File: src/rtl/core/atrp_pkg.sv
`timescale 1ns / 1ps
// ----------------------------------------------------------------------------
// atrp_pkg: shared types and constants for the AT response parser
// Parser states, status codes, character codes and the per-request structs.
// ----------------------------------------------------------------------------
package atrp_pkg;

    // Hard caps on the programmable limits
    localparam int unsigned MAX_LINES      = 1024;
    localparam int unsigned MAX_LINE_BYTES = 1024;

    localparam int unsigned CNT_W    = 11;
    localparam int unsigned SLOT_W   = 10;
    localparam int unsigned BYTE_W   = 8;
    localparam int unsigned STATUS_W = 2;
    localparam int unsigned CFG_IDX_W = 1;

    // Register indexes
    localparam logic [CFG_IDX_W-1:0] CFG_LINE_LIMIT   = 1'b0;
    localparam logic [CFG_IDX_W-1:0] CFG_LENGTH_LIMIT = 1'b1;

    localparam logic [CNT_W-1:0] LIMIT_RESET = 11'd1000;

    // Status codes
    localparam logic [STATUS_W-1:0] STATUS_ACCEPT     = 2'd0;
    localparam logic [STATUS_W-1:0] STATUS_SYNTAX     = 2'd1;
    localparam logic [STATUS_W-1:0] STATUS_TOO_LONG   = 2'd2;
    localparam logic [STATUS_W-1:0] STATUS_TOO_MANY   = 2'd3;

    // Characters
    localparam logic [BYTE_W-1:0] CH_CR    = 8'd13;
    localparam logic [BYTE_W-1:0] CH_LF    = 8'd10;
    localparam logic [BYTE_W-1:0] CH_SPACE = 8'd32;
    localparam logic [BYTE_W-1:0] CH_TILDE = 8'd126;
    localparam logic [BYTE_W-1:0] CH_PLUS  = 8'h2B;
    localparam logic [BYTE_W-1:0] CH_O     = 8'h4F;
    localparam logic [BYTE_W-1:0] CH_E     = 8'h45;
    localparam logic [BYTE_W-1:0] CH_K     = 8'h4B;
    localparam logic [BYTE_W-1:0] CH_R     = 8'h52;
    localparam logic [BYTE_W-1:0] CH_NUL   = 8'd0;

    typedef enum logic [3:0] {
        ST_CR0,
        ST_LF0,
        ST_FIRST,
        ST_TXT0,
        ST_TXT,
        ST_TXT_LF,
        ST_NEXT,
        ST_BLANK_LF,
        ST_RESULT,
        ST_OK_K,
        ST_ER_R1,
        ST_ER_R2,
        ST_ER_O,
        ST_ER_R3,
        ST_FIN_CR,
        ST_FIN_LF
    } parse_state_t;

    // Parser context carried from one byte to the next
    typedef struct packed {
        parse_state_t     state;
        logic [CNT_W-1:0] line_cnt;
        logic [CNT_W-1:0] line_length;
        logic             ok_flag;
        logic             line_limit_hit;
    } ctx_t;

    // One result
    typedef struct packed {
        logic [STATUS_W-1:0] status;
        logic                store_valid;
        logic [SLOT_W-1:0]   store_line;
        logic [CNT_W-1:0]    store_pos;
        logic [BYTE_W-1:0]   store_byte;
        logic                response_done;
        logic                response_ok;
        logic [CNT_W-1:0]    lines_in_response;
    } result_t;

endpackage

File: src/rtl/core/atrp_if.sv
`timescale 1ns / 1ps
// ----------------------------------------------------------------------------
// atrp_if: valid/ready channels of the AT response parser
// Byte input, result output and register write channels.
// ----------------------------------------------------------------------------
interface atrp_rx_if;
    logic                        valid;
    logic                        ready;
    logic [atrp_pkg::BYTE_W-1:0] rx_byte;

    modport source (output valid, output rx_byte, input ready);
    modport sink   (input valid, input rx_byte, output ready);
endinterface

interface atrp_res_if;
    logic                          valid;
    logic                          ready;
    logic [atrp_pkg::STATUS_W-1:0] status;
    logic                          store_valid;
    logic [atrp_pkg::SLOT_W-1:0]   store_line;
    logic [atrp_pkg::CNT_W-1:0]    store_pos;
    logic [atrp_pkg::BYTE_W-1:0]   store_byte;
    logic                          response_done;
    logic                          response_ok;
    logic [atrp_pkg::CNT_W-1:0]    lines_in_response;

    modport source (output valid, output status, output store_valid, output store_line,
                    output store_pos, output store_byte, output response_done,
                    output response_ok, output lines_in_response, input ready);
    modport sink   (input valid, input status, input store_valid, input store_line,
                    input store_pos, input store_byte, input response_done,
                    input response_ok, input lines_in_response, output ready);
endinterface

interface atrp_cfg_if;
    logic                           valid;
    logic                           ready;
    logic [atrp_pkg::CFG_IDX_W-1:0] reg_index;
    logic [atrp_pkg::CNT_W-1:0]     wr_data;

    modport source (output valid, output reg_index, output wr_data, input ready);
    modport sink   (input valid, input reg_index, input wr_data, output ready);
endinterface

File: src/rtl/core/atrp_step.sv
`timescale 1ns / 1ps
// ----------------------------------------------------------------------------
// atrp_step: per-byte parser logic
// Takes the current context and one byte, gives the next context and result.
// ----------------------------------------------------------------------------
module atrp_step
(
    input  atrp_pkg::ctx_t                   ctx,
    input  logic [atrp_pkg::BYTE_W-1:0]      rx_byte,
    input  logic [atrp_pkg::CNT_W-1:0]       line_limit,
    input  logic [atrp_pkg::CNT_W-1:0]       length_limit,
    output atrp_pkg::ctx_t                   ctx_next,
    output atrp_pkg::result_t                result
);

    logic bad;
    logic printable;
    logic lines_full;
    logic length_full;
    atrp_pkg::parse_state_t state_next;

    assign printable = (rx_byte >= atrp_pkg::CH_SPACE) && (rx_byte <= atrp_pkg::CH_TILDE);

    // effective limit is min(register, cap)
    assign lines_full  = (ctx.line_cnt >= line_limit)
                      || ({21'd0, ctx.line_cnt} >= 32'(atrp_pkg::MAX_LINES));
    assign length_full = (ctx.line_length >= length_limit)
                      || ({21'd0, ctx.line_length} >= 32'(atrp_pkg::MAX_LINE_BYTES));

    // byte legal in the current state?
    always_comb
    begin
        unique case (ctx.state)
            atrp_pkg::ST_CR0, atrp_pkg::ST_FIN_CR:
                bad = (rx_byte != atrp_pkg::CH_CR);
            atrp_pkg::ST_LF0, atrp_pkg::ST_TXT_LF, atrp_pkg::ST_BLANK_LF, atrp_pkg::ST_FIN_LF:
                bad = (rx_byte != atrp_pkg::CH_LF);
            atrp_pkg::ST_FIRST:
                bad = !((rx_byte == atrp_pkg::CH_PLUS) || (rx_byte == atrp_pkg::CH_O)
                        || (rx_byte == atrp_pkg::CH_E));
            atrp_pkg::ST_TXT0:
                bad = !printable;
            atrp_pkg::ST_TXT:
                bad = !(printable || (rx_byte == atrp_pkg::CH_CR));
            atrp_pkg::ST_NEXT:
                bad = !((rx_byte == atrp_pkg::CH_PLUS) || (rx_byte == atrp_pkg::CH_CR));
            atrp_pkg::ST_RESULT:
                bad = !((rx_byte == atrp_pkg::CH_O) || (rx_byte == atrp_pkg::CH_E));
            atrp_pkg::ST_OK_K:
                bad = (rx_byte != atrp_pkg::CH_K);
            atrp_pkg::ST_ER_R1, atrp_pkg::ST_ER_R2, atrp_pkg::ST_ER_R3:
                bad = (rx_byte != atrp_pkg::CH_R);
            atrp_pkg::ST_ER_O:
                bad = (rx_byte != atrp_pkg::CH_O);
        endcase
    end

    // next state
    always_comb
    begin
        state_next = ctx.state;
        if (bad)
        begin
            // bad CR restarts at the LF of a new frame
            state_next = (rx_byte == atrp_pkg::CH_CR) ? atrp_pkg::ST_LF0 : atrp_pkg::ST_CR0;
        end
        else
        begin
            unique case (ctx.state)
                atrp_pkg::ST_CR0:      state_next = atrp_pkg::ST_LF0;
                atrp_pkg::ST_LF0:      state_next = atrp_pkg::ST_FIRST;
                atrp_pkg::ST_FIRST, atrp_pkg::ST_RESULT:
                begin
                    priority if (rx_byte == atrp_pkg::CH_PLUS) state_next = atrp_pkg::ST_TXT0;
                    else if (rx_byte == atrp_pkg::CH_O)        state_next = atrp_pkg::ST_OK_K;
                    else                                       state_next = atrp_pkg::ST_ER_R1;
                end
                atrp_pkg::ST_TXT0, atrp_pkg::ST_TXT:
                    state_next = printable ? atrp_pkg::ST_TXT : atrp_pkg::ST_TXT_LF;
                atrp_pkg::ST_TXT_LF:   state_next = atrp_pkg::ST_NEXT;
                atrp_pkg::ST_NEXT:
                    state_next = (rx_byte == atrp_pkg::CH_PLUS) ? atrp_pkg::ST_TXT0
                                                                : atrp_pkg::ST_BLANK_LF;
                atrp_pkg::ST_BLANK_LF: state_next = atrp_pkg::ST_RESULT;
                atrp_pkg::ST_OK_K:     state_next = atrp_pkg::ST_FIN_CR;
                atrp_pkg::ST_ER_R1:    state_next = atrp_pkg::ST_ER_R2;
                atrp_pkg::ST_ER_R2:    state_next = atrp_pkg::ST_ER_O;
                atrp_pkg::ST_ER_O:     state_next = atrp_pkg::ST_ER_R3;
                atrp_pkg::ST_ER_R3:    state_next = atrp_pkg::ST_FIN_CR;
                atrp_pkg::ST_FIN_CR:   state_next = atrp_pkg::ST_FIN_LF;
                atrp_pkg::ST_FIN_LF:   state_next = atrp_pkg::ST_CR0;
            endcase
        end
    end

    // counters, flags and result fields
    always_comb
    begin
        ctx_next       = ctx;
        ctx_next.state = state_next;
        result         = '0;
        result.status  = atrp_pkg::STATUS_ACCEPT;

        if (bad)
        begin
            result.status = atrp_pkg::STATUS_SYNTAX;
            if (rx_byte == atrp_pkg::CH_CR)
            begin
                ctx_next.line_cnt       = '0;
                ctx_next.line_length    = '0;
                ctx_next.line_limit_hit = 1'b0;
            end
        end
        else
        begin
            unique case (ctx.state)
                atrp_pkg::ST_CR0:
                begin
                    ctx_next.line_cnt       = '0;
                    ctx_next.line_length    = '0;
                    ctx_next.line_limit_hit = 1'b0;
                end
                atrp_pkg::ST_FIRST, atrp_pkg::ST_NEXT:
                begin
                    if (rx_byte == atrp_pkg::CH_PLUS)
                    begin
                        if (lines_full)
                        begin
                            ctx_next.line_limit_hit = 1'b1;
                            result.status           = atrp_pkg::STATUS_TOO_MANY;
                        end
                        else
                        begin
                            ctx_next.line_cnt = ctx.line_cnt + 11'd1;
                        end
                    end
                end
                atrp_pkg::ST_TXT0, atrp_pkg::ST_TXT:
                begin
                    if (printable)
                    begin
                        priority if (ctx.line_limit_hit)
                            result.status = atrp_pkg::STATUS_TOO_MANY;
                        else if (length_full)
                            result.status = atrp_pkg::STATUS_TOO_LONG;
                        else
                        begin
                            result.store_valid   = 1'b1;
                            result.store_line    = ctx.line_cnt[atrp_pkg::SLOT_W-1:0] - 10'd1;
                            result.store_pos     = ctx.line_length;
                            result.store_byte    = rx_byte;
                            ctx_next.line_length = ctx.line_length + 11'd1;
                        end
                    end
                    else
                    begin
                        // end of line: terminator at current position
                        if (ctx.line_limit_hit)
                            result.status = atrp_pkg::STATUS_TOO_MANY;
                        else
                        begin
                            result.store_valid = 1'b1;
                            result.store_line  = ctx.line_cnt[atrp_pkg::SLOT_W-1:0] - 10'd1;
                            result.store_pos   = ctx.line_length;
                            result.store_byte  = atrp_pkg::CH_NUL;
                        end
                        ctx_next.line_length = '0;
                    end
                end
                atrp_pkg::ST_OK_K:   ctx_next.ok_flag = 1'b1;
                atrp_pkg::ST_ER_R3:  ctx_next.ok_flag = 1'b0;
                atrp_pkg::ST_FIN_LF:
                begin
                    result.response_done = 1'b1;
                    result.response_ok   = ctx.ok_flag;
                end
                atrp_pkg::ST_LF0, atrp_pkg::ST_TXT_LF, atrp_pkg::ST_BLANK_LF,
                atrp_pkg::ST_RESULT, atrp_pkg::ST_ER_R1, atrp_pkg::ST_ER_R2,
                atrp_pkg::ST_ER_O, atrp_pkg::ST_FIN_CR:
                begin
                    ctx_next.state = state_next;
                end
            endcase
        end

        result.lines_in_response = ctx_next.line_cnt;
    end

endmodule

File: src/rtl/core/at_response_parser.sv
`timescale 1ns / 1ps
// ----------------------------------------------------------------------------
// at_response_parser: modem AT response frame checker
// Checks CR LF framing, '+' lines, OK / ERROR and emits line-store writes.
// ----------------------------------------------------------------------------
//
//  Channel | Dir | Payload                                   | Request
//  --------+-----+-------------------------------------------+--------------------
//  rx      | in  | rx_byte                                   | one response byte
//  res     | out | status, store_*, response_done/_ok, lines | one result per byte
//  cfg     | in  | reg_index, wr_data                        | one register write
//
//  One byte per cycle sustained while res.ready is high. An input register
//  holds the byte; the parser logic runs between it and the result register.
//  The parser context updates as a byte moves into the result register, so
//  consecutive bytes chain through without bubbles.
//  A stalled res.ready holds the result; rx.ready drops only once the input
//  register is also full. cfg is always ready; write it only while idle.
//  Reset: parser waits for the first CR, counts clear, both limits are 1000.
//
module at_response_parser
(
    input  logic            clk,
    input  logic            rst_n,
    atrp_rx_if.sink         rx,
    atrp_res_if.source      res,
    atrp_cfg_if.sink        cfg
);

    // configuration registers
    logic [atrp_pkg::CNT_W-1:0] line_limit_reg;
    logic [atrp_pkg::CNT_W-1:0] length_limit_reg;

    // input stage
    logic                        in_valid_reg;
    logic [atrp_pkg::BYTE_W-1:0] in_byte_reg;

    // parser context and result stage
    atrp_pkg::ctx_t    ctx_reg;
    atrp_pkg::ctx_t    ctx_next;
    atrp_pkg::result_t res_next;
    atrp_pkg::result_t res_reg;
    logic              out_valid_reg;

    logic advance;

    // pipeline moves when the result slot is free or being taken
    assign advance  = !out_valid_reg || res.ready;
    assign rx.ready = !in_valid_reg || advance;
    assign cfg.ready = 1'b1;

    always_ff @(posedge clk or negedge rst_n)
    begin
        if (!rst_n)
        begin
            line_limit_reg   <= atrp_pkg::LIMIT_RESET;
            length_limit_reg <= atrp_pkg::LIMIT_RESET;
        end
        else if (cfg.valid)
        begin
            unique case (cfg.reg_index)
                atrp_pkg::CFG_LINE_LIMIT:   line_limit_reg   <= cfg.wr_data;
                atrp_pkg::CFG_LENGTH_LIMIT: length_limit_reg <= cfg.wr_data;
            endcase
        end
    end

    always_ff @(posedge clk or negedge rst_n)
    begin
        if (!rst_n)
        begin
            in_valid_reg <= 1'b0;
        end
        else if (rx.ready)
        begin
            in_valid_reg <= rx.valid;
        end
    end

    always_ff @(posedge clk)
    begin
        if (rx.ready && rx.valid)
        begin
            in_byte_reg <= rx.rx_byte;
        end
    end

    atrp_step u_step
    (
        .ctx          (ctx_reg),
        .rx_byte      (in_byte_reg),
        .line_limit   (line_limit_reg),
        .length_limit (length_limit_reg),
        .ctx_next     (ctx_next),
        .result       (res_next)
    );

    // context commits only when the byte's result is registered
    always_ff @(posedge clk or negedge rst_n)
    begin
        if (!rst_n)
        begin
            ctx_reg.state          <= atrp_pkg::ST_CR0;
            ctx_reg.line_cnt       <= '0;
            ctx_reg.line_length    <= '0;
            ctx_reg.ok_flag        <= 1'b0;
            ctx_reg.line_limit_hit <= 1'b0;
            out_valid_reg          <= 1'b0;
        end
        else if (advance)
        begin
            out_valid_reg <= in_valid_reg;
            if (in_valid_reg)
            begin
                ctx_reg <= ctx_next;
            end
        end
    end

    always_ff @(posedge clk)
    begin
        if (advance && in_valid_reg)
        begin
            res_reg <= res_next;
        end
    end

    assign res.valid             = out_valid_reg;
    assign res.status            = res_reg.status;
    assign res.store_valid       = res_reg.store_valid;
    assign res.store_line        = res_reg.store_line;
    assign res.store_pos         = res_reg.store_pos;
    assign res.store_byte        = res_reg.store_byte;
    assign res.response_done     = res_reg.response_done;
    assign res.response_ok       = res_reg.response_ok;
    assign res.lines_in_response = res_reg.lines_in_response;

endmodule

File: src/flat_wrapper.sv
// flat-port wrapper written by rule: the top's interface ports become plain ports
module at_response_parser_flat 
  (clk, rst_n, rx_valid, rx_rx_byte, rx_ready, res_valid, res_status, res_store_valid, res_store_line, res_store_pos, res_store_byte, res_response_done, res_response_ok, res_lines_in_response, res_ready, cfg_valid, cfg_reg_index, cfg_wr_data, cfg_ready);
  atrp_rx_if rx_i ();
  atrp_res_if res_i ();
  atrp_cfg_if cfg_i ();
  input  logic clk;
  input  logic rst_n;
  input wire logic [$bits(rx_i.valid)-1:0] rx_valid;
  input wire logic [$bits(rx_i.rx_byte)-1:0] rx_rx_byte;
  output wire logic [$bits(rx_i.ready)-1:0] rx_ready;
  output wire logic [$bits(res_i.valid)-1:0] res_valid;
  output wire logic [$bits(res_i.status)-1:0] res_status;
  output wire logic [$bits(res_i.store_valid)-1:0] res_store_valid;
  output wire logic [$bits(res_i.store_line)-1:0] res_store_line;
  output wire logic [$bits(res_i.store_pos)-1:0] res_store_pos;
  output wire logic [$bits(res_i.store_byte)-1:0] res_store_byte;
  output wire logic [$bits(res_i.response_done)-1:0] res_response_done;
  output wire logic [$bits(res_i.response_ok)-1:0] res_response_ok;
  output wire logic [$bits(res_i.lines_in_response)-1:0] res_lines_in_response;
  input wire logic [$bits(res_i.ready)-1:0] res_ready;
  input wire logic [$bits(cfg_i.valid)-1:0] cfg_valid;
  input wire logic [$bits(cfg_i.reg_index)-1:0] cfg_reg_index;
  input wire logic [$bits(cfg_i.wr_data)-1:0] cfg_wr_data;
  output wire logic [$bits(cfg_i.ready)-1:0] cfg_ready;
  assign rx_i.valid = rx_valid;
  assign rx_i.rx_byte = rx_rx_byte;
  assign rx_ready = rx_i.ready;
  assign res_valid = res_i.valid;
  assign res_status = res_i.status;
  assign res_store_valid = res_i.store_valid;
  assign res_store_line = res_i.store_line;
  assign res_store_pos = res_i.store_pos;
  assign res_store_byte = res_i.store_byte;
  assign res_response_done = res_i.response_done;
  assign res_response_ok = res_i.response_ok;
  assign res_lines_in_response = res_i.lines_in_response;
  assign res_i.ready = res_ready;
  assign cfg_i.valid = cfg_valid;
  assign cfg_i.reg_index = cfg_reg_index;
  assign cfg_i.wr_data = cfg_wr_data;
  assign cfg_ready = cfg_i.ready;
  at_response_parser u_core (.clk(clk), .rst_n(rst_n), .rx(rx_i), .res(res_i), .cfg(cfg_i));
endmodule
File: config.mk
export PLATFORM = sky130hd
export DESIGN_NAME = at_response_parser_flat
export DESIGN_NICKNAME = d
export VERILOG_FILES = /design/src/rtl/core/atrp_pkg.sv /design/src/rtl/core/atrp_if.sv /design/src/rtl/core/atrp_step.sv /design/src/rtl/core/at_response_parser.sv /design/src/flat_wrapper.sv
export SDC_FILE = /design/constraint.sdc
export NUM_CORES = 1
export LEC_CHECK = 0
export BUFFER_PORTS_ARGS = -buffer_cell sky130_fd_sc_hd__buf_2
export CAP_MARGIN = 10
export CORE_MARGIN = 2
export CORE_UTILIZATION = 53
export DETAILED_ROUTE_END_ITERATION = 8
export PLACE_DENSITY = 0.77
export SLEW_MARGIN = 20
export SYNTH_ARGS = -nofsm -noshare
export SYNTH_HDL_FRONTEND = slang
export SYNTH_SLANG_ARGS = --single-unit
File: constraint.sdc
create_clock -name clk -period 2.98 [get_ports clk]
set_clock_uncertainty 0.2 [all_clocks]
set_input_delay 0.149 -clock clk [delete_from_list [all_inputs] [get_ports clk]]
set_output_delay 0.149 -clock clk [all_outputs]
set_load 0.01 [all_outputs]
==> flow_metrics.env <==
export IMPL_yosysMostFrequentCell="edfxtp_1"
export IMPL_synth_nets=639
export IMPL_clock_power_share=0.317
export IMPL_diodes=0
export IMPL_worst_pin_slew_ps=658
export IMPL_overflow=0
export IMPL_p_leak_nw=3.13
export IMPL_synth_area_leader_cell="edfxtp_1"
export IMPL_async_flop_share=0.495
export IMPL_synthXorXnorAreaFrac=0.0162
export IMPL_first_iter_violations=401
export IMPL_status="complete, no violations"
export IMPL_design_area_mm2=0.00727
export IMPL_crit_path_end_kind="register"
export IMPL_maxCapViolCount=0
export IMPL_timing_hold_ws_ps=63.5
export IMPL_switching_share=0.264
export IMPL_route_detailed_drc=0
export IMPL_wirelength_um=14800
export IMPL_synth_area_top_cells="edfxtp_1, dfrtp_1, ha_1"
export IMPL_synth_top_cell_area_share=0.268
export IMPL_wl_per_cell_um=17.3
export IMPL_cp_arrival_ps=2940
export IMPL_fin_crit_ps=2910
export IMPL_p_seq_frac=0.542
export IMPL_grt_use_met3=0.0320
export IMPL_synthSimpleGateAreaFrac=0.185
export IMPL_power_density_mw_per_mm2=432
export IMPL_die_area_mm2=0.0121
export IMPL_synth_cells=588
export IMPL_cts_made_buffers=9
export IMPL_viasPerCell=5.90
export IMPL_ys_top_cells_by_count="edfxtp_1, nand2_1, dfrtp_1"
export IMPL_rrSetupSlack_ps=70
export IMPL_synth_ff_type="edfxtp_1"
export IMPL_cts_root_buffer="clkbuf_8"
export IMPL_die_height_um=110
export IMPL_hold_path_class="input pin to register"
export IMPL_die_x_um=110
export IMPL_top_usage_layer="met2"
export IMPL_grtUsageMet1=0.337
export IMPL_netlist_area_mm2=0.00594
export IMPL_track_usage=0.251
export IMPL_largest_reg_flops=28
export IMPL_slew_headroom=0.561
export IMPL_p_comb_frac=0.141
export IMPL_antenna_found_initial=0
export IMPL_synth_seq_area_share=0.489
export IMPL_synth_cell_types=74
export IMPL_coreArea_mm2=0.0109
export IMPL_area_growth_pct=22.4
export IMPL_vias=5035
export IMPL_initial_utilization=0.546
export IMPL_grt_pass1_vias=4735
export IMPL_place_congestion=0.968
export IMPL_synthMuxAreaShare=0.0328
export IMPL_synth_top_family_by_area="simple AND/OR/NAND/NOR gates"
export IMPL_post_place_ws_ps=36.9
export IMPL_worst_slack_ps=69.6
export IMPL_grt_first_pass_wirelength_um=23100
export IMPL_synth_compound_area_frac=0.166
export IMPL_max_freq_mhz=344
export IMPL_io_pins=73
export IMPL_vdd_drop_max_v=0.000282
export IMPL_slew_violations=0
export IMPL_clock_sinks=105
export IMPL_clk_pin_slew_ps=110
export IMPL_syn_area_per_cell_um2=10.1
export IMPL_ys_warn_count=0
export IMPL_min_period_over_period=0.977
export IMPL_drt_first_pass_iters=5
export IMPL_final_layout_size_suffix_gt1_frac=0.257
export IMPL_net_switching_power_uw=831
export IMPL_fill_cells=820
export IMPL_placed_cell_area_mm2=0.00663
export IMPL_h_tree_depth=3
export IMPL_dp_hpwl_um=10100
export IMPL_port_buffers=71
export IMPL_setup_viol=0
export IMPL_cp_max_fo=18
export IMPL_grt_max_degree=30
export IMPL_setup_worst_path_start_class="register"
export IMPL_num_nets_final=759
export IMPL_cts_tree="yes"
export IMPL_synthAdderAreaFrac=0.0547
export IMPL_finalSetupTns_ps=0
export IMPL_cts_buffer_depth=2
export IMPL_synth_edf_count=53
export IMPL_finalHoldViolations=0
export IMPL_synth_seq_cells=105
export IMPL_drtAntennaViolNets=0
export IMPL_crit_required_ps=3010
export IMPL_critPathKind="register to register"
export IMPL_worstSkewPairLatency_ps=390
export IMPL_grt_use_met2=0.403
export IMPL_num_rows=38
export IMPL_internal_power_mw=2.31
==> layout by cell type, fill, tap and decap left out, types with 6 or more instances in the layout <==
cell type,n
buf_2,71
edfxtp_1,53
nand2_1,49
buf_4,47
dfrtp_1,39
nor2_1,38
inv_1,35
dlygate4sd3_1,31
o21ai_0,27
ha_1,26
a21oi_1,22
a31oi_1,22
and2_1,21
nand2b_1,13
nand3_1,13
mux2_2,12
dfstp_2,12
nor3_1,11
and3_1,10
clkbuf_8,9
nor2b_1,8
o211ai_1,8
nand4_1,7
xor2_1,7
a22o_1,7
o2111ai_1,6
or3_1,6
mux2i_1,6
==> path summary, 6_finish.rpt <==
kind | start | endpoint | cells past startpoint
worst max-delay path | u_core.in_byte_reg[4] | u_core.res.lines_in_response[4] | 8
worst min-delay path | cfg_reg_index | u_core.line_limit_reg[0] | 3
worst max register to register | u_core.in_byte_reg[4] | u_core.res.lines_in_response[4] | 8
worst min register to register | u_core.in_valid_reg | u_core.res.valid | 1
max in group asynchronous | rst_n | u_core.line_limit_reg[9] | 3
min in group asynchronous | rst_n | u_core.ctx_reg[16] | 2
==> what timing repair did <==
action | 4_1_cts | 5_1_grt
buffers inserted | 0 | 5
hold buffers | 31 | 0
endpoints found under the hold margin | 55 | 0
gates resized for setup | 0 | 14
setup endpoints to repair | 0 | 37
==> area by class of cell <==
class                      count  area [µm²]  area share
clock buffer                  13         203      0.0279
clock inverter                 3        31.3     0.00430
inverter                      37         141      0.0194
multi-input combinational    405        2780       0.382
sequential                   105        2910       0.400
tap                          140         175      0.0241
timing repair buffer         150        1040       0.143
==> power groups by stage <==
stage / logic (mW) / registers [mW] / clock network, mW
5_1_grt: 0.489 / 1.71 / 1.07
3_5_place_dp: 0.383 / 1.73 / 0
6_report: 0.442 / 1.70 / 0.996
3_3_place_gp: 0.364 / 1.73 / 0
2_1_floorplan: 0.221 / 1.74 / 0
4_1_cts: 0.419 / 1.70 / 1.01
==> per-layer routing <==
metal	routed length, µm	up-vias
met5	0	-
met4	474	0
met3	755	33
met2	7170	174
met1	6370	2435
li1	-	2393
==> stage by stage <==
step	cells	power (mW)	util
6_report	853	3.14	0.668
5_1_grt	853	3.27	0.668
4_1_cts	847	3.14	0.659
3_5_place_dp	800	2.11	0.609
3_3_place_gp	800	2.10	0.609
2_1_floorplan	588	1.96	-
==> kinds of logic (layout without fill, tap and decap cells) <==
kind of cell,count (synthesis),after routing
fa+ha+maj,26,26
other cells,2,2
mux,18,18
xor+xnor,11,11
flops,105,105
compound gates,142,142
simple gates,205,206
buf+inv,79,203
==> worst max-delay path, stage by stage (launching register included) <==
cell and delay [ps]:
edfxtp_1 440, or4b_4 590, o21bai_1 240, a211oi_2 120, a211oi_2 290, a31oi_4 100
buf_12 200, or3_1 400, a31oi_1 180
Power figures use the tool's default switching activity.
